**src/rtl/core/sar_pixel_sample_converter_assert.svh**
```systemverilog
// assertion macros for the pixel sample converter
// expects clk and rst_n in the including module's scope
`ifndef SAR_PIXEL_SAMPLE_CONVERTER_ASSERT_SVH
`define SAR_PIXEL_SAMPLE_CONVERTER_ASSERT_SVH
`ifndef SYNTHESIS
`define SPSC_ASSERT_NOW(lbl, ante, cons, msg) \
  lbl: assert property (@(posedge clk) disable iff (!rst_n) (ante) |-> (cons)) else $error(msg);
`define SPSC_ASSERT_NEXT(lbl, ante, cons, msg) \
  lbl: assert property (@(posedge clk) disable iff (!rst_n) (ante) |=> (cons)) else $error(msg);
`else
`define SPSC_ASSERT_NOW(lbl, ante, cons, msg)
`define SPSC_ASSERT_NEXT(lbl, ante, cons, msg)
`endif
`endif

```
**src/rtl/core/spsc_pkg.sv**
```systemverilog
// shared types, constants and float helpers of the pixel sample converter
// no dependencies
package spsc_pkg;

  typedef enum logic [2:0] {
    FMT_U8      = 3'd0,
    FMT_U16     = 3'd1,
    FMT_U32     = 3'd2,
    FMT_F32     = 3'd3,
    FMT_HALF    = 3'd4,
    FMT_CF32    = 3'd5,
    FMT_CHALF   = 3'd6,
    FMT_F32_ALT = 3'd7
  } fmt_t;

  localparam logic [31:0] F32_INF   = 32'h7F800000;
  localparam logic [31:0] F32_QUIET = 32'h00400000;
  localparam int SQRT_STAGES = 5;
  localparam int SQRT_STEPS  = 5;
  localparam logic [50:0] SQ_TOP_BIT = 51'(1) << 48;

  typedef struct packed {
    logic [6:0] sh;
    logic [8:0] ebase;
  } rnd_t;

  typedef struct packed {
    logic        eol;
    logic        is_int;
    logic        is_cplx;
    logic [31:0] a;
    logic [31:0] b;
  } s1_t;

  typedef struct packed {
    logic        eol;
    logic        byp;
    logic [31:0] byp_val;
    logic        is_int;
    logic [31:0] u;
    logic [5:0]  upos;
    logic [47:0] pr;
    logic [47:0] pi;
    logic [7:0]  er;
    logic [7:0]  ei;
    logic        infr;
    logic        infi;
  } s2_t;

  typedef struct packed {
    logic        eol;
    logic        byp;
    logic [31:0] byp_val;
    logic        is_int;
    logic [31:0] u;
    rnd_t        ru;
    logic [47:0] pr;
    logic [47:0] pi;
    rnd_t        rr;
    rnd_t        ri;
    logic        infr;
    logic        infi;
  } s3_t;

  typedef struct packed {
    logic        eol;
    logic        byp;
    logic [31:0] byp_val;
    logic [31:0] p1;
    logic [31:0] p2;
  } s4_t;

  typedef struct packed {
    logic        eol;
    logic        byp;
    logic [31:0] byp_val;
    logic [27:0] s;
    logic [7:0]  eb;
    logic        inf;
  } s5_t;

  typedef struct packed {
    logic        eol;
    logic        byp;
    logic [31:0] byp_val;
    logic [31:0] sum;
  } s6_t;

  typedef struct packed {
    logic [50:0] num;
    logic [50:0] r;
  } sq_t;

  typedef struct packed {
    logic        eol;
    logic        byp;
    logic [31:0] byp_val;
    logic [8:0]  bexp;
    sq_t         sq;
  } sqs_t;

  function automatic logic [5:0] msb_pos(logic [63:0] x);
    logic [5:0] p;
    p = 6'd0;
    for (int i = 0; i < 64; i++) begin
      if (x[i]) begin
        p = 6'(i);
      end
    end
    return p;
  endfunction

  function automatic logic [31:0] half_to_single(logic [15:0] h);
    logic [31:0] sgn;
    logic [4:0]  e;
    logic [9:0]  man;
    logic [3:0]  n;
    logic [10:0] mn;
    logic [7:0]  be;
    sgn = {h[15], 31'b0};
    e   = h[14:10];
    man = h[9:0];
    n   = 4'(6'd10 - msb_pos({54'b0, man}));
    mn  = {1'b0, man} << n;
    be  = 8'd113 - {4'b0, n};
    if (e == 5'd0) begin
      if (man == 10'd0) begin
        return sgn;
      end
      return sgn | {1'b0, be, mn[9:0], 13'b0};
    end
    if (e == 5'd31) begin
      return sgn | F32_INF;
    end
    return sgn | {1'b0, 3'b0, e, 23'b0} + {1'b0, 8'd112, 23'b0} | {19'b0, man, 3'b0} << 10;
  endfunction

  function automatic logic is_nan(logic [31:0] b);
    return b[30:0] > F32_INF[30:0];
  endfunction

  // round x >> sh to nearest even and pack on top of the exponent base
  function automatic logic [31:0] round_pack(logic [79:0] x, logic [6:0] sh,
                                             logic [8:0] ebase);
    logic [79:0] t;
    logic [79:0] mask;
    logic        g;
    logic        st;
    logic [33:0] sum;
    t    = x >> (sh - 7'd1);
    mask = ~({80{1'b1}} << (sh - 7'd1));
    st   = |(x & mask);
    g    = t[0];
    sum  = {2'b0, ebase, 23'b0} + {9'b0, t[25:1]} + {33'b0, g & (st | t[1])};
    if (sum >= {2'b0, F32_INF}) begin
      return F32_INF;
    end
    return sum[31:0];
  endfunction

  // shift and exponent base for the square of a float with exponent e
  function automatic rnd_t sq_prep(logic [47:0] p, logic [7:0] e);
    rnd_t               rv;
    logic [5:0]         l;
    logic signed [10:0] sh_s;
    logic signed [10:0] sh_n;
    logic signed [10:0] sh_m;
    logic signed [10:0] biased;
    l      = msb_pos({16'b0, p});
    sh_s   = 11'sd175 - $signed({2'b0, e, 1'b0});
    sh_n   = $signed({5'b0, l}) + 11'sd1;
    sh_m   = (sh_s > sh_n) ? sh_s : sh_n;
    biased = $signed({5'b0, l}) + $signed({2'b0, e, 1'b0}) - 11'sd173;
    rv.sh  = (sh_m > 11'sd79) ? 7'd79 : sh_m[6:0];
    rv.ebase = (biased > 11'sd0) ? 9'(biased - 11'sd1) : 9'd0;
    if (p == 48'd0) begin
      rv.sh    = 7'd1;
      rv.ebase = 9'd0;
    end
    return rv;
  endfunction

  function automatic sq_t sqrt_step(sq_t s, logic [50:0] bit_v);
    sq_t         o;
    logic [50:0] t;
    t = s.r + bit_v;
    if (s.num >= t) begin
      o.num = s.num - t;
      o.r   = (s.r >> 1) + bit_v;
    end else begin
      o.num = s.num;
      o.r   = s.r >> 1;
    end
    return o;
  endfunction

endpackage

```
**src/rtl/core/spsc_unpack.sv**
```systemverilog
// format decode and mantissa squaring, two pipeline stages
// depends on spsc_pkg
module spsc_unpack (
  input  logic               clk,
  input  logic               rst_n,
  input  logic               en,
  input  logic               in_vld,
  input  logic [63:0]        raw,
  input  logic               eol,
  input  spsc_pkg::fmt_t     fmt,
  output logic               s2_vld,
  output spsc_pkg::s2_t      s2
);

  logic          s1_vld_r;
  spsc_pkg::s1_t s1_r, s1_nxt;
  spsc_pkg::s2_t s2_r, s2_nxt;
  logic          s2_vld_r;
  logic [7:0]    fr, fi;
  logic [23:0]   mr, mi;

  always_comb begin
    s1_nxt         = '0;
    s1_nxt.eol     = eol;
    s1_nxt.a       = raw[31:0];
    case (fmt)
      spsc_pkg::FMT_U8: begin
        s1_nxt.is_int = 1'b1;
        s1_nxt.a      = {24'b0, raw[7:0]};
      end
      spsc_pkg::FMT_U16: begin
        s1_nxt.is_int = 1'b1;
        s1_nxt.a      = {16'b0, raw[15:0]};
      end
      spsc_pkg::FMT_U32: begin
        s1_nxt.is_int = 1'b1;
      end
      spsc_pkg::FMT_HALF: begin
        s1_nxt.a = spsc_pkg::half_to_single(raw[15:0]);
      end
      spsc_pkg::FMT_CF32: begin
        s1_nxt.is_cplx = 1'b1;
        s1_nxt.a       = raw[63:32];
        s1_nxt.b       = raw[31:0];
      end
      spsc_pkg::FMT_CHALF: begin
        s1_nxt.is_cplx = 1'b1;
        s1_nxt.a       = spsc_pkg::half_to_single(raw[31:16]);
        s1_nxt.b       = spsc_pkg::half_to_single(raw[15:0]);
      end
      default: begin
        s1_nxt.a = raw[31:0];
      end
    endcase
  end

  always_comb begin
    fr = s1_r.a[30:23];
    fi = s1_r.b[30:23];
    mr = {fr != 8'd0, s1_r.a[22:0]};
    mi = {fi != 8'd0, s1_r.b[22:0]};
    s2_nxt         = '0;
    s2_nxt.eol     = s1_r.eol;
    s2_nxt.is_int  = s1_r.is_int;
    s2_nxt.u       = s1_r.a;
    s2_nxt.upos    = spsc_pkg::msb_pos({32'b0, s1_r.a});
    s2_nxt.pr      = 48'(mr) * 48'(mr);
    s2_nxt.pi      = 48'(mi) * 48'(mi);
    s2_nxt.er      = (fr == 8'd0) ? 8'd1 : fr;
    s2_nxt.ei      = (fi == 8'd0) ? 8'd1 : fi;
    s2_nxt.infr    = fr == 8'hFF;
    s2_nxt.infi    = fi == 8'hFF;
    s2_nxt.byp_val = s1_r.a;
    if (!s1_r.is_int && !s1_r.is_cplx) begin
      s2_nxt.byp = 1'b1;
    end else if (s1_r.is_cplx && spsc_pkg::is_nan(s1_r.a)) begin
      s2_nxt.byp     = 1'b1;
      s2_nxt.byp_val = s1_r.a | spsc_pkg::F32_QUIET;
    end else if (s1_r.is_cplx && spsc_pkg::is_nan(s1_r.b)) begin
      s2_nxt.byp     = 1'b1;
      s2_nxt.byp_val = s1_r.b | spsc_pkg::F32_QUIET;
    end
  end

  always_ff @(posedge clk) begin
    if (!rst_n) begin
      s1_vld_r <= 1'b0;
      s2_vld_r <= 1'b0;
    end else if (en) begin
      s1_vld_r <= in_vld;
      s2_vld_r <= s1_vld_r;
    end
  end

  always_ff @(posedge clk) begin
    if (en) begin
      s1_r <= s1_nxt;
      s2_r <= s2_nxt;
    end
  end

  assign s2_vld = s2_vld_r;
  assign s2     = s2_r;

endmodule

```
**config.mk**
```make
export PLATFORM = sky130hd
export DESIGN_NAME = spsc_unpack
export DESIGN_NICKNAME = d
export VERILOG_FILES = /design/src/rtl/core/sar_pixel_sample_converter_assert.svh /design/src/rtl/core/spsc_pkg.sv /design/src/rtl/core/spsc_unpack.sv
export SDC_FILE = /design/constraint.sdc
export NUM_CORES = 2
export LEC_CHECK = 0
export ABC_AREA = 1
export BUFFER_PORTS_ARGS = -buffer_cell sky130_fd_sc_hd__buf_2
export CAP_MARGIN = 30
export CORE_UTILIZATION = 52
export CTS_CLUSTER_DIAMETER = 80
export DETAILED_ROUTE_END_ITERATION = 6
export PLACE_DENSITY = 0.72
export RECOVER_POWER = 50
export SLEW_MARGIN = 20
export SYNTH_ARGS = -nofsm -noshare
export SYNTH_HDL_FRONTEND = slang
export SYNTH_SLANG_ARGS = --single-unit
```
**constraint.sdc**
```tcl
create_clock -name clk -period 22.6 [get_ports clk]
set_clock_uncertainty 0.05 [all_clocks]
set_input_delay 1.13 -clock clk [delete_from_list [all_inputs] [get_ports clk]]
set_output_delay 1.13 -clock clk [all_outputs]
set_load 0.005 [all_outputs]
```
# Word-level counts from Yosys, hierarchy flattened
# Cells that the tools add are included.
dict set report classes {
  n_addsub 8
  multipliers 2
  magnitude_cmp 2
  n_eq_ne 9
  shifts 3
  muxes 95
  bitwise_logic 7
  reduce_logical 22
}
# cell n
set op_table {}
lappend op_table {{$mux 32} 19}
lappend op_table {{$or 32x31->32} 5}
lappend op_table {{$pmux 32 s5} 1}
lappend op_table {{$mux 4} 25}
lappend op_table {{$mul 24x24->48} 2}
lappend op_table {{$mux 5} 14}
lappend op_table {{$or 32x23->32} 2}
lappend op_table {{$pmux 32 s2} 1}
lappend op_table {{$add 28x30->31 const B} 2}
lappend op_table {{$gt 31x31->1 const B} 2}
lappend op_table {{$mux 33} 1}
lappend op_table {{$reduce_or 30->1} 1}
lappend op_table {{$shl 10x4->10} 3}
lappend op_table {{$mux 1} 26}
lappend op_table {{$sub 7x4->8 const A} 3}
lappend op_table {{$logic_not 10->1} 2}
lappend op_table {{$eq 8x8->1 const B} 2}
lappend op_table {{$logic_not 8->1} 2}
lappend op_table {{$reduce_bool 8->1} 2}
lappend op_table {{$reduce_or 16->1} 1}
lappend op_table {{$mux 3} 4}
lappend op_table {{$sub 4x4->4 const A} 3}
lappend op_table {{$eq 5x5->1 const B} 2}
lappend op_table {{$logic_not 5->1} 2}
lappend op_table {{11 further kinds} 21}
dict set report word_totals {
  ff_bits 256
  inputBits 72
  output_inout_bits 188
  word_cells 172
}

# Longest topological paths before layout
dict set report logic_depth {
  word_depth 30
  mapped_depth 43
}

# Worst setup path before layout
# No wires, ideal clock.
dict set report synth_path {
  path_kind {register to register}
  from {reg s1_r, in the netlist fr[5]}
  to {reg s2_r, in the netlist s2[110], data pin}
  setup_time_ns 0.262
  arrival_ns 6.968
  required_ns 22.288
  setup_slack_ns 15.320
  stages_incl_launch_ff 30
  path_buffers 1
  cell_sequence {edfxtp_1 -> nor2_1 -> inv_1 -> nor4_1 -> clkbuf_1 -> nor2_1 -> fa_1 -> fa_1 -> fa_1 -> inv_1 -> fa_1 -> inv_1 -> fa_1 -> inv_1 -> fa_1 -> inv_1 -> fa_1 -> ha_1 -> a21oi_1 -> inv_1 -> a31oi_1 -> inv_1 -> nand2_1 -> o2111ai_1 -> a31oi_1 -> o21ai_0 -> a21boi_0 -> nor2_1 -> a21oi_1 -> xor2_1}
}
# item line
set synth_rtl {}
lappend synth_rtl {{start, declared} spsc_unpack.sv:16} ;# spsc_pkg::s1_t s1_r, s1_nxt;
lappend synth_rtl {{start signal, assigned} spsc_unpack.sv:97} ;# s1_r <= s1_nxt;
lappend synth_rtl {{end signal, assigned} spsc_unpack.sv:98} ;# s2_r <= s2_nxt;
lappend synth_rtl {{end, declared} spsc_unpack.sv:17} ;# spsc_pkg::s2_t s2_r, s2_nxt;

# Final worst setup path
dict set report layout_path {
  from {in en}
  to {reg s2_r, in the netlist s2[45], enable pin}
}
# item line
set layout_rtl {}
lappend layout_rtl {{start, declared} spsc_unpack.sv:6} ;# input logic en,
# No word-level cell between the ends.

==> qor.yml <==
tns_ps: 0
drt_pre_antenna_iters: 7
critical_path_class: "in2reg"
ant_nets: 0
synth_area_leaders: "fa_1 (39%), edfxtp_1 (17%), inv_1 (13%), ha_1 (10%), nand2_1 (7.3%)"
hold_class: "reg2reg"
fp.dieW_um: 289
root_buffer: "clkbuf_16"
synth_xor_area_share_pct: 2.24
finalSetupViolCount: 0
grt_pass1_vias: 33900
path_common_cell: "clkbuf_1"
synth_top_cell_area_share_pct: 39.3
crit_path_start_kind: "input port"
drive_above_1_share_pct: 5.59
finalCritPeriodShare_pct: 49.9
dieArea_um2: 83800
arrival_ps: 11180
async_flop_share_pct: 0
nets: 6233
yosys.area_share.adder_pct: 49.6
synth-edff-count: 250
cap_violations: 22
final_max_slew_viol_count: 809
drt_iter0_markers: 2453
ctsHoldBuffers: 0
cp_num_buf_inv: 2
cp_cell_sequence: "clkbuf_1 -> clkbuf_1"
place.gp.congestion: 0.949
rsz0062_at_grt: "no"
htreeDepth: 2
synth_simple_gate_area_share_pct: 10.6
status: "finished, violations left"
fillCellCount: 7378
path_max_fanout: 146
max_freq_mhz: 88.6
syn_to_final_growth_pct: 7.92
grt_first_pass_wirelength_mm: 183
synth_top_family_by_area: "adder cells"
violations: "capacitance limit, slew limit"
grt_use_total_pct: 28.7
numCtsBuffers: 35
coreArea_um2: 82000
cts_setup_buffers: 0
post_cts_resized: 0
period_needed_ps: 11290
seq_area_um2: 7550
multi_input_comb_area_um2: 29100
synth_ff_type: "edfxtp_1"
worstMarginPinSlew_ps: 8010
cp_slowest_stage_delay_ps: 5910
drc: 0
layoutNonFillerInstCount: 6061
slew_headroom_pct: -434
dp_hpwl_mm: 93.1
synth_compound_area_share_pct: 5.17
hold_viol: 0
clockBufferDepth: 3
rows: 105
grt_overflow: 0
slowest_stage: "clkbuf_1"
syn_area_um2: 43000
wirelength_mm: 116
drt-vias-per-instance: 5.23
ys_ff_latch: 252
start_util_pct: 52.4
utilization_pct: 56.6
synthDistinctLibCells: 53
worst_skew_pair.late_latency_ps: 590
io_pins: 260
clkTransAtPathRegs_ps: 60
crit_family: "buffers and inverters"
seq_area_frac_synth_pct: 17.6
grt_max_degree: 147
cp-end-kind: "register"
die_y_um: 289
cts_tree: "done"
cp.required_ps: 22500
muxShareOfSynthArea_pct: 0.0233
dr_total_vias: 31700
dpl.cell_count: 5993
syn-instance-count: 4775
port_buffers: 256
synth.avg_cell_area_um2: 9.00
clock_sinks: 252
synth_area_leader_cell: "fa_1"
antenna_found_initial: 6
yosysWarningCount: 0
fin_hold_ws_ps: 368
wl_per_cell_um: 19.1
==> cell usage after synthesis, types with 3 or more instances <==
library cell / count
inv_1: 1511
fa_1: 844
nand2_1: 836
ha_1: 354
edfxtp_1: 250
nor2_1: 205
clkbuf_1: 154
a21oi_1: 133
o21ai_0: 123
xor2_1: 70
xnor2_1: 38
a31oi_1: 29
nand3_1: 29
nor3_1: 22
nand2_2: 21
nand4_1: 20
o2111ai_1: 16
o22ai_1: 13
nor4_1: 9
o21a_1: 9
a21o_1: 7
or2_2: 7
a32oi_1: 6
o221ai_1: 6
o31ai_1: 6
o211ai_1: 5
o21ai_1: 5
a211oi_1: 4
buf_2: 4
buf_4: 4
a21boi_0: 3
clkinv_1: 3
nand3b_1: 3
o21ai_2: 3
==> area by class of cell <==
cell class,count,area share (%)
Inverter,1514,12.3
Multi-Input combinational cell,2848,62.8
Tap cell,1070,2.89
Clock inverter,25,0.653
Antenna cell,2,0.0108
Timing Repair Buffer,312,3.20
Clock buffer,38,1.91
Sequential cell,252,16.3
==> kinds of logic (layout without fill, tap and decap cells) <==
group	Yosys count	in the layout
buffers and inverters	1677	1889
adders and majority gates	1198	1198
and+or+nand+nor	1156	1156
AOI/OAI and AO/OA	381	381
DFF	252	252
xor gates and xnor gates	109	109
other	1	5
muxes	1	1
==> stage by stage <==
stage | area, um^2 | setup WS, ps
after floorplan | 43000 | 15320
after global placement | 45400 | 14830
after detailed placement | 45400 | 14670
after CTS | 46600 | 14670
after global routing | 46400 | 10270
final | 46400 | 11310
==> registers in the layout, summed over array words and instances, names as in the netlist <==
register / cells
fr: 8
mi: 23
s2: 183
fi: 8
mr: 23
s1_r: 5
s2_vld: 1
s1_vld_r: 1
==> routing by layer <==
metal	vias up	wire (um)	GRT usage (%)
met1	15700	47200	39.0
li1	14400	-	-
met3	243	11400	6.08
met4	8	3780	9.04
met5	-	71	0
met2	1380	53400	46.1
==> placed cells by master, fill, tap and decap left out, drive strengths merged, types with 38 or more instances in the layout <==
| master | instances |
|---|---|
| edfxtp | 250 |
| ha | 354 |
| buf | 183 |
| fa | 844 |
| inv | 1516 |
| xnor2 | 38 |
| nand2 | 857 |
| clkbuf | 167 |
| a21oi | 134 |
| xor2 | 71 |
| nor2 | 205 |
| o21ai | 131 |
==> worst paths after layout <==
| kind | slack, ps | start | depth (start not counted) | to |
|---|---|---|---|---|
| worst min-delay path | 370 | s1_r[66]$_DFFE_PP_ | 0 | s2[186]$_DFFE_PP_ |
| worst max register to register | 13850 | mr[19]$_DFFE_PP_ | 27 | s2[110]$_DFFE_PP_ |
| worst min register to register | 370 | s1_r[66]$_DFFE_PP_ | 0 | s2[186]$_DFFE_PP_ |
| worst max-delay path | 11310 | en | 2 | s2[45]$_DFFE_PP_ |
Power is not shown: default switching activity piles up to over one toggle a cycle in this logic, so the estimate is an artifact.
