[src/rtl/core/sar_pixel_sample_converter_assert.svh]
// assertion macros for the pixel sample converter
// expects clk and rst_n in the including module's scope
`ifndef SAR_PIXEL_SAMPLE_CONVERTER_ASSERT_SVH
`define SAR_PIXEL_SAMPLE_CONVERTER_ASSERT_SVH
`ifndef SYNTHESIS
`define SPSC_ASSERT_NOW(lbl, ante, cons, msg) \
  lbl: assert property (@(posedge clk) disable iff (!rst_n) (ante) |-> (cons)) else $error(msg);
`define SPSC_ASSERT_NEXT(lbl, ante, cons, msg) \
  lbl: assert property (@(posedge clk) disable iff (!rst_n) (ante) |=> (cons)) else $error(msg);
`else
`define SPSC_ASSERT_NOW(lbl, ante, cons, msg)
`define SPSC_ASSERT_NEXT(lbl, ante, cons, msg)
`endif
`endif

[src/rtl/core/spsc_pkg.sv]
// shared types, constants and float helpers of the pixel sample converter
// no dependencies
package spsc_pkg;

  typedef enum logic [2:0] {
    FMT_U8      = 3'd0,
    FMT_U16     = 3'd1,
    FMT_U32     = 3'd2,
    FMT_F32     = 3'd3,
    FMT_HALF    = 3'd4,
    FMT_CF32    = 3'd5,
    FMT_CHALF   = 3'd6,
    FMT_F32_ALT = 3'd7
  } fmt_t;

  localparam logic [31:0] F32_INF   = 32'h7F800000;
  localparam logic [31:0] F32_QUIET = 32'h00400000;
  localparam int SQRT_STAGES = 5;
  localparam int SQRT_STEPS  = 5;
  localparam logic [50:0] SQ_TOP_BIT = 51'(1) << 48;

  typedef struct packed {
    logic [6:0] sh;
    logic [8:0] ebase;
  } rnd_t;

  typedef struct packed {
    logic        eol;
    logic        is_int;
    logic        is_cplx;
    logic [31:0] a;
    logic [31:0] b;
  } s1_t;

  typedef struct packed {
    logic        eol;
    logic        byp;
    logic [31:0] byp_val;
    logic        is_int;
    logic [31:0] u;
    logic [5:0]  upos;
    logic [47:0] pr;
    logic [47:0] pi;
    logic [7:0]  er;
    logic [7:0]  ei;
    logic        infr;
    logic        infi;
  } s2_t;

  typedef struct packed {
    logic        eol;
    logic        byp;
    logic [31:0] byp_val;
    logic        is_int;
    logic [31:0] u;
    rnd_t        ru;
    logic [47:0] pr;
    logic [47:0] pi;
    rnd_t        rr;
    rnd_t        ri;
    logic        infr;
    logic        infi;
  } s3_t;

  typedef struct packed {
    logic        eol;
    logic        byp;
    logic [31:0] byp_val;
    logic [31:0] p1;
    logic [31:0] p2;
  } s4_t;

  typedef struct packed {
    logic        eol;
    logic        byp;
    logic [31:0] byp_val;
    logic [27:0] s;
    logic [7:0]  eb;
    logic        inf;
  } s5_t;

  typedef struct packed {
    logic        eol;
    logic        byp;
    logic [31:0] byp_val;
    logic [31:0] sum;
  } s6_t;

  typedef struct packed {
    logic [50:0] num;
    logic [50:0] r;
  } sq_t;

  typedef struct packed {
    logic        eol;
    logic        byp;
    logic [31:0] byp_val;
    logic [8:0]  bexp;
    sq_t         sq;
  } sqs_t;

  function automatic logic [5:0] msb_pos(logic [63:0] x);
    logic [5:0] p;
    p = 6'd0;
    for (int i = 0; i < 64; i++) begin
      if (x[i]) begin
        p = 6'(i);
      end
    end
    return p;
  endfunction

  function automatic logic [31:0] half_to_single(logic [15:0] h);
    logic [31:0] sgn;
    logic [4:0]  e;
    logic [9:0]  man;
    logic [3:0]  n;
    logic [10:0] mn;
    logic [7:0]  be;
    sgn = {h[15], 31'b0};
    e   = h[14:10];
    man = h[9:0];
    n   = 4'(6'd10 - msb_pos({54'b0, man}));
    mn  = {1'b0, man} << n;
    be  = 8'd113 - {4'b0, n};
    if (e == 5'd0) begin
      if (man == 10'd0) begin
        return sgn;
      end
      return sgn | {1'b0, be, mn[9:0], 13'b0};
    end
    if (e == 5'd31) begin
      return sgn | F32_INF;
    end
    return sgn | {1'b0, 3'b0, e, 23'b0} + {1'b0, 8'd112, 23'b0} | {19'b0, man, 3'b0} << 10;
  endfunction

  function automatic logic is_nan(logic [31:0] b);
    return b[30:0] > F32_INF[30:0];
  endfunction

  // round x >> sh to nearest even and pack on top of the exponent base
  function automatic logic [31:0] round_pack(logic [79:0] x, logic [6:0] sh,
                                             logic [8:0] ebase);
    logic [79:0] t;
    logic [79:0] mask;
    logic        g;
    logic        st;
    logic [33:0] sum;
    t    = x >> (sh - 7'd1);
    mask = ~({80{1'b1}} << (sh - 7'd1));
    st   = |(x & mask);
    g    = t[0];
    sum  = {2'b0, ebase, 23'b0} + {9'b0, t[25:1]} + {33'b0, g & (st | t[1])};
    if (sum >= {2'b0, F32_INF}) begin
      return F32_INF;
    end
    return sum[31:0];
  endfunction

  // shift and exponent base for the square of a float with exponent e
  function automatic rnd_t sq_prep(logic [47:0] p, logic [7:0] e);
    rnd_t               rv;
    logic [5:0]         l;
    logic signed [10:0] sh_s;
    logic signed [10:0] sh_n;
    logic signed [10:0] sh_m;
    logic signed [10:0] biased;
    l      = msb_pos({16'b0, p});
    sh_s   = 11'sd175 - $signed({2'b0, e, 1'b0});
    sh_n   = $signed({5'b0, l}) + 11'sd1;
    sh_m   = (sh_s > sh_n) ? sh_s : sh_n;
    biased = $signed({5'b0, l}) + $signed({2'b0, e, 1'b0}) - 11'sd173;
    rv.sh  = (sh_m > 11'sd79) ? 7'd79 : sh_m[6:0];
    rv.ebase = (biased > 11'sd0) ? 9'(biased - 11'sd1) : 9'd0;
    if (p == 48'd0) begin
      rv.sh    = 7'd1;
      rv.ebase = 9'd0;
    end
    return rv;
  endfunction

  function automatic sq_t sqrt_step(sq_t s, logic [50:0] bit_v);
    sq_t         o;
    logic [50:0] t;
    t = s.r + bit_v;
    if (s.num >= t) begin
      o.num = s.num - t;
      o.r   = (s.r >> 1) + bit_v;
    end else begin
      o.num = s.num;
      o.r   = s.r >> 1;
    end
    return o;
  endfunction

endpackage

[src/rtl/core/spsc_square.sv]
// normalize and round the squares and the integer word, two stages
// depends on spsc_pkg
module spsc_square (
  input  logic           clk,
  input  logic           rst_n,
  input  logic           en,
  input  logic           s2_vld,
  input  spsc_pkg::s2_t  s2,
  output logic           s4_vld,
  output spsc_pkg::s4_t  s4
);

  spsc_pkg::s3_t s3_r, s3_nxt;
  spsc_pkg::s4_t s4_r, s4_nxt;
  logic          s3_vld_r;
  logic          s4_vld_r;

  always_comb begin
    s3_nxt          = '0;
    s3_nxt.eol      = s2.eol;
    s3_nxt.byp      = s2.byp;
    s3_nxt.byp_val  = s2.byp_val;
    s3_nxt.is_int   = s2.is_int;
    s3_nxt.u        = s2.u;
    s3_nxt.ru.sh    = {1'b0, s2.upos} + 7'd9;
    s3_nxt.ru.ebase = (s2.u == 32'd0) ? 9'd0 : {3'b0, s2.upos} + 9'd126;
    s3_nxt.pr       = s2.pr;
    s3_nxt.pi       = s2.pi;
    s3_nxt.rr       = spsc_pkg::sq_prep(s2.pr, s2.er);
    s3_nxt.ri       = spsc_pkg::sq_prep(s2.pi, s2.ei);
    s3_nxt.infr     = s2.infr;
    s3_nxt.infi     = s2.infi;
  end

  always_comb begin
    s4_nxt         = '0;
    s4_nxt.eol     = s3_r.eol;
    s4_nxt.byp     = s3_r.byp;
    s4_nxt.byp_val = s3_r.byp_val;
    if (s3_r.is_int) begin
      s4_nxt.byp     = 1'b1;
      s4_nxt.byp_val = spsc_pkg::round_pack({16'b0, s3_r.u, 32'b0}, s3_r.ru.sh,
                                            s3_r.ru.ebase);
    end
    s4_nxt.p1 = s3_r.infr ? spsc_pkg::F32_INF :
                spsc_pkg::round_pack({8'b0, s3_r.pr, 24'b0}, s3_r.rr.sh, s3_r.rr.ebase);
    s4_nxt.p2 = s3_r.infi ? spsc_pkg::F32_INF :
                spsc_pkg::round_pack({8'b0, s3_r.pi, 24'b0}, s3_r.ri.sh, s3_r.ri.ebase);
  end

  always_ff @(posedge clk) begin
    if (!rst_n) begin
      s3_vld_r <= 1'b0;
      s4_vld_r <= 1'b0;
    end else if (en) begin
      s3_vld_r <= s2_vld;
      s4_vld_r <= s3_vld_r;
    end
  end

  always_ff @(posedge clk) begin
    if (en) begin
      s3_r <= s3_nxt;
      s4_r <= s4_nxt;
    end
  end

  assign s4_vld = s4_vld_r;
  assign s4     = s4_r;

endmodule

[config.mk]
export PLATFORM = sky130hd
export DESIGN_NAME = spsc_square
export DESIGN_NICKNAME = d
export VERILOG_FILES = /design/src/rtl/core/sar_pixel_sample_converter_assert.svh /design/src/rtl/core/spsc_pkg.sv /design/src/rtl/core/spsc_square.sv
export SDC_FILE = /design/constraint.sdc
export NUM_CORES = 1
export LEC_CHECK = 0
export ABC_AREA = 1
export BUFFER_PORTS_ARGS = -buffer_cell sky130_fd_sc_hd__buf_2
export CAP_MARGIN = 20
export CELL_PAD_IN_SITES_DETAIL_PLACEMENT = 1
export CELL_PAD_IN_SITES_GLOBAL_PLACEMENT = 1
export CORE_AREA = 2 2 261 289
export DETAILED_ROUTE_END_ITERATION = 10
export DIE_AREA = 0 0 263 291
export PLACE_DENSITY_LB_ADDON = 0.1
export SLEW_MARGIN = 0
export SYNTH_ARGS = -nofsm -noshare
export SYNTH_HDL_FRONTEND = slang
export SYNTH_SLANG_ARGS = --single-unit
[constraint.sdc]
create_clock -name clk -period 17.6 [get_ports clk]
set_clock_uncertainty 0.15 [all_clocks]
set_input_delay 3.52 -clock clk [delete_from_list [all_inputs] [get_ports clk]]
set_output_delay 3.52 -clock clk [all_outputs]
set_load 0.02 [all_outputs]
## Word level (Yosys, flattened, before mapping)

Index checks and enable logic that the tools add are counted.

- $add $sub $neg: 21
- Magnitude comparators: 9
- Shift-type cells: 6
- Multiplexer cells: 109
- Bitwise logic cells: 14
- Reduce and logical (&&, ||, !) cells: 10

Operators by type and width:

| operator | count |
|---|---|
| 2-to-1 mux 6 bit | 92 |
| inverter 80 bit | 3 |
| OR reduction 80 bit | 3 |
| left shift 80 x 7 -> 80 bit (first input constant) | 3 |
| 2-to-1 mux 32 bit | 7 |
| bitwise AND 72 x 80 -> 80 bit | 2 |
| >> shifter 72 x 7 -> 26 bit | 2 |
| adder 33 x 1 -> 34 bit | 3 |
| >= comparator 34 x 31 -> 1 bit (second input constant) | 3 |
| adder 32 x 25 -> 33 bit | 3 |
| logical NOT 48 bit | 2 |
| bitwise AND 64 x 80 -> 80 bit | 1 |
| >> shifter 64 x 7 -> 26 bit | 1 |
| logical NOT 32 bit | 1 |
| greater-than comparator 11 x 1 -> 1 bit (second input constant) | 2 |
| greater-than comparator 11 x 8 -> 1 bit (second input constant) | 2 |
| 2-to-1 mux 11 bit | 2 |
| subtractor 10 x 8 -> 11 bit (second input constant) | 2 |
| subtractor 7 x 1 -> 7 bit (second input constant) | 3 |
| adder 6 x 9 -> 10 bit | 2 |
| greater-than comparator 10 x 8 -> 1 bit | 2 |
| subtractor 8 x 9 -> 10 bit (first input constant) | 2 |
| subtractor 9 x 2 -> 9 bit (second input constant) | 2 |
| adder 6 x 1 -> 7 bit (second input constant) | 2 |
| 8 further kinds | 22 |

- Register bits: 313
- Input bits: 191
- Output and inout bits: 99

## Longest topological paths before layout

- Depth after elaboration: 52
- Mapped depth: 66
- Depth with buffers taken out: 65

## Worst setup path after synthesis

OpenSTA, ideal clock, no wires.

- Path type: input to register
- From: in s2[20] (netlist bit)
- To: reg s3_r[12] (netlist bit), data pin
- Library setup time: 250 ps
- Data arrival time: 7713 ps
- Required time: 17200 ps
- Slack: 9487 ps
- Cell stages on the path: 66
- Cell sequence: inv_1 > nand2_1 > nand2_1 > nand2_1 > nand2_1 > nand2_1 > nand2_1 > nand2_1 > nand2_1 > nand2_1 > nand2_1 > nand2_1 > nand2_1 > nand2_1 > nand2_1 > nand2_1 > nand2_1 > nand2_1 > [30 not listed] > nand2_1 > nand2_1 > nand2_1 > ha_1 > nand2_1 > nor2_1 > a211oi_1 > o21ai_0 > nand2_1 > a311oi_1 > nand2_1 > clkbuf_1 > o21ai_0 > inv_1 > nand3_1 > nand4_1 > nand2_1 > inv_1

- Word-level cells in the longest chain between the ends: 51
- Elaborated cells between the ends (all ways): 52

RTL lines:

| what | RTL line | text |
|---|---|---|
| start: declaration | spsc_square.sv:8 | `input spsc_pkg::s2_t s2,` |
| 2-to-1 mux 6 bit (46 in series) | spsc_pkg.sv:106 | `if (x[i]) begin` |
| adder 6 x 1 -> 7 bit | spsc_pkg.sv:171 | `sh_n = $signed({5'b0, l}) + 11'sd1;` |
| greater-than comparator 10 x 8 -> 1 bit | spsc_pkg.sv:172 | `sh_m = (sh_s > sh_n) ? sh_s : sh_n;` |
| 2-to-1 mux 11 bit | spsc_pkg.sv:172 |  |
| greater-than comparator 11 x 8 -> 1 bit | spsc_pkg.sv:174 | `rv.sh = (sh_m > 11'sd79) ? 7'd79 : sh_m[6:0];` |
| 2-to-1 mux 7 bit | spsc_pkg.sv:174 |  |
| end signal: assignment | spsc_square.sv:63 | `s3_r <= s3_nxt;` |
| end: declaration | spsc_square.sv:13 | `spsc_pkg::s3_t s3_r, s3_nxt;` |

Several ways; a longest one is shown, not always the timed one.
A chain may end at the register's enable or synchronous reset.

## Worst setup path in the final report

- From: in s2[68] (netlist bit)
- To: reg s3_r[28] (netlist bit), data pin

Same word-level chain as after synthesis.

==> impl_metrics.env <==
export IMPL_status="finished clean"
export IMPL_fp_dieW_um=263
export IMPL_use_met2_pct=41.9
export IMPL_cts_sinks=312
export IMPL_clock_latency_ns=0.56
export IMPL_min_delay_start="s3_r[212]"
export IMPL_die_h_um=291
export IMPL_grtUsageTotal_pct=24.7
export IMPL_synth_top_area_share_pct=36.4
export IMPL_drtIter0Drc=1533
export IMPL_place_congestion=0.957
export IMPL_startpoint_type="primary input"
export IMPL_grt_busiest_layer="met2"
export IMPL_synth_seq_cells=312
export IMPL_synth_common_cells="923 x nand2_1, 457 x inv_1, 431 x o21ai_0, 359 x nor2_1, 310 x edfxtp_1"
export IMPL_synth_most_common_cell="nand2_1"
export IMPL_cts_resized=0
export IMPL_setup_viol=0
export IMPL_setup_tns_ns=0
export IMPL_place_area_um2=27900
export IMPL_num_rows=105
export IMPL_root_buffer="clkbuf_16"
export IMPL_hp_class="reg2reg"
export IMPL_synth_xor_area_share_pct=3.54
export IMPL_ir_drop_mv=0.0696
export IMPL_synth_top_family_by_area="simple AND/OR/NAND/NOR gates"
export IMPL_syn2layout_area_growth_pct=13.7
export IMPL_end_kind="flip-flop"
export IMPL_path_class="in2reg"
export IMPL_cp_slowest_stage_delay_ns=0.33
export IMPL_synthSimpleGateAreaFrac_pct=26.0
export IMPL_drtPass1Iterations=7
export IMPL_period_share_pct=48.2
export IMPL_r2r_start="s3_r[11]"
export IMPL_slew_headroom_pct=34.7
export IMPL_power_density_nw_per_um2=103
export IMPL_grt_overflow=0
export IMPL_slowest_stage="o21ai_0"
export IMPL_slew_viol_final=0
export IMPL_synth_cells=3559
export IMPL_utilization_pct=39.4
export IMPL_cts_clk_slew_worst_paths_ns=0.06
export IMPL_numCtsBuffers=37
export IMPL_arrival_ns=8.65
export IMPL_final_nets=4044
export IMPL_fill_cells=9376
export IMPL_syn_avg_cell_area_um2=7.19
export IMPL_clk_path_buf_depth=3
export IMPL_detail_route_wl_per_cell_um=20.0
export IMPL_async_flop_share_pct=0
export IMPL_p_leak_nw=12.9
export IMPL_cp_common_cell="nand2_1"
export IMPL_vias=24800
export IMPL_r2r_setup_slack_ns=9.58
export IMPL_r2r_end="s4[25]"
export IMPL_synthAdderAreaFrac_pct=3.38
export IMPL_postCtsSetupRepairBufs=0
export IMPL_grt_setup_unrepaired="no"
export IMPL_synth_distinct_cells=76
export IMPL_rr_worst_depth=35
export IMPL_fin_area_um2=29100
export IMPL_antenna_found_initial=21
export IMPL_first_global_vias=25200
export IMPL_ys_warnings_count=0
export IMPL_gr_usage_met3_pct=3.90
export IMPL_power_mw=3.01
export IMPL_ant_nets=0
export IMPL_worst_pin_slew_ns=0.980
export IMPL_via_per_inst=5.19
export IMPL_grt_pass1_wl_um=148000
export IMPL_synth_edff_count=310
export IMPL_finalHoldViolCount=0
export IMPL_synth_top_flop_cell="edfxtp_1"
export IMPL_die_area_um2=76500
export IMPL_maxCapViolCount=0
export IMPL_layout_drive_gt1_share_pct=12.6
export IMPL_syn_cell_area_um2=25600
export IMPL_routed_wl_um=95700
export IMPL_io_buffers=289
export IMPL_hpwl_um=76800
export IMPL_cts_htree_levels=2
export IMPL_synth_largest_area_cell="edfxtp_1"
export IMPL_synthMuxAreaShare_pct=3.87
export IMPL_startpoint="s2[68]"
export IMPL_coreArea_um2=73800
export IMPL_drc_errors=0
export IMPL_synthTopCellsByArea="edfxtp_1 36%, nand2_1 14%, o21ai_0 8.4%"
export IMPL_worst_path_max_fanout=11
export IMPL_yosysSeqAreaShare_pct=36.5
export IMPL_ctsHoldBuffers=0
export IMPL_synth_compound_area_share_pct=16.9
export IMPL_final_setup_worst_slack_ns=9.12
export IMPL_grtUsageMet1_pct=31.9
export IMPL_fin_crit_ns=8.48
export IMPL_crit_end="s3_r[28]"
export IMPL_cts_tree="built"
export IMPL_grt_max_degree=107
export IMPL_ioPinCount=290
export IMPL_fmax_ghz=0.118
export IMPL_place_ws_ns=8.56
export IMPL_start_util_pct=34.7
export IMPL_crit_required_ns=17.76
-- worst min path at each step --
| stage | end | slack [ns] | depth (start not counted) |
|---|---|---|---|
| 3_5_place_dp | s4[97] | 0.26 | 0 |
| 3_3_place_gp | s4[97] | 0.25 | 0 |
| 5_1_grt | s4[97] | 0.28 | 0 |
| 2_1_floorplan | s4[97] | 0.25 | 0 |
| 4_1_cts | s4[97] | 0.27 | 0 |
| 6_report | s4[97] | 0.27 | 0 |
-- placed cells by master, fill, tap and decap left out, types with 55 or more instances in the layout --
cell type and n:
nand2_1 923, inv_1 457, o21ai_0 431, nor2_1 359, edfxtp_1 310, buf_2 288, a21oi_1 117, nand3_1 102
mux2i_1 99, xor2_1 68, ha_1 66, nand4_1 55
-- critical path: cells and delay by family --
family	cells	cell delay (ns)
AND/OR/NAND/NOR	50	3.29
adder cells (fa/ha/maj)	2	0.51
AO/OA/AOI/OAI	5	0.83
buffers and inverters	4	0.33
XOR/XNOR	1	0.16
-- metrics by stage --
stage | hold slack [ns] | std cells
final | 0.272 | 4782
after floorplan | 0.250 | 3561
after CTS | 0.270 | 4772
after detailed placement | 0.256 | 4709
after global placement | 0.253 | 4709
after global routing | 0.278 | 4780
-- flip-flops by register name, indices dropped and copies added (netlist names) --
name      count
s3_r        212
s3_vld_r      1
s4           98
s4_vld        1
-- cell type report --
| type | instances | area, µm² | share of cell area [%] |
|---|---|---|---|
| timing repair buffer | 326 | 1730 | 5.96 |
| clock buffer | 42 | 945 | 3.25 |
| multi-input combinational | 2616 | 13800 | 47.3 |
| clock inverter | 21 | 235 | 0.808 |
| tap | 963 | 1200 | 4.14 |
| antenna | 10 | 25.0 | 0.0860 |
| inverter | 492 | 1850 | 6.35 |
| sequential | 312 | 9350 | 32.1 |
-- metal layers --
metal	wire, µm	vias to the layer above
li1	-	12400
met3	4610	170
met1	42800	11700
met2	45000	544
met4	3170	20
met5	129	-
-- cell families after synthesis --
logic type	count (synthesis)
flip-flops	312
XOR/XNOR	97
other	2
AO/OA/AOI/OAI	761
adder cells (fa/ha/maj)	68
multiplexers	99
AND/OR/NAND/NOR	1587
buffers and inverters	633
-- power by group --
| group | internal (mW) | switching (mW) | leakage [nW] |
|---|---|---|---|
| clock | 0.446 | 0.325 | 0.576 |
| combinational | 0.375 | 0.911 | 9.22 |
| sequential | 0.904 | 0.0461 | 3.08 |
| total | 1.72 | 1.28 | 12.9 |
(Power assumes the default switching activity.)
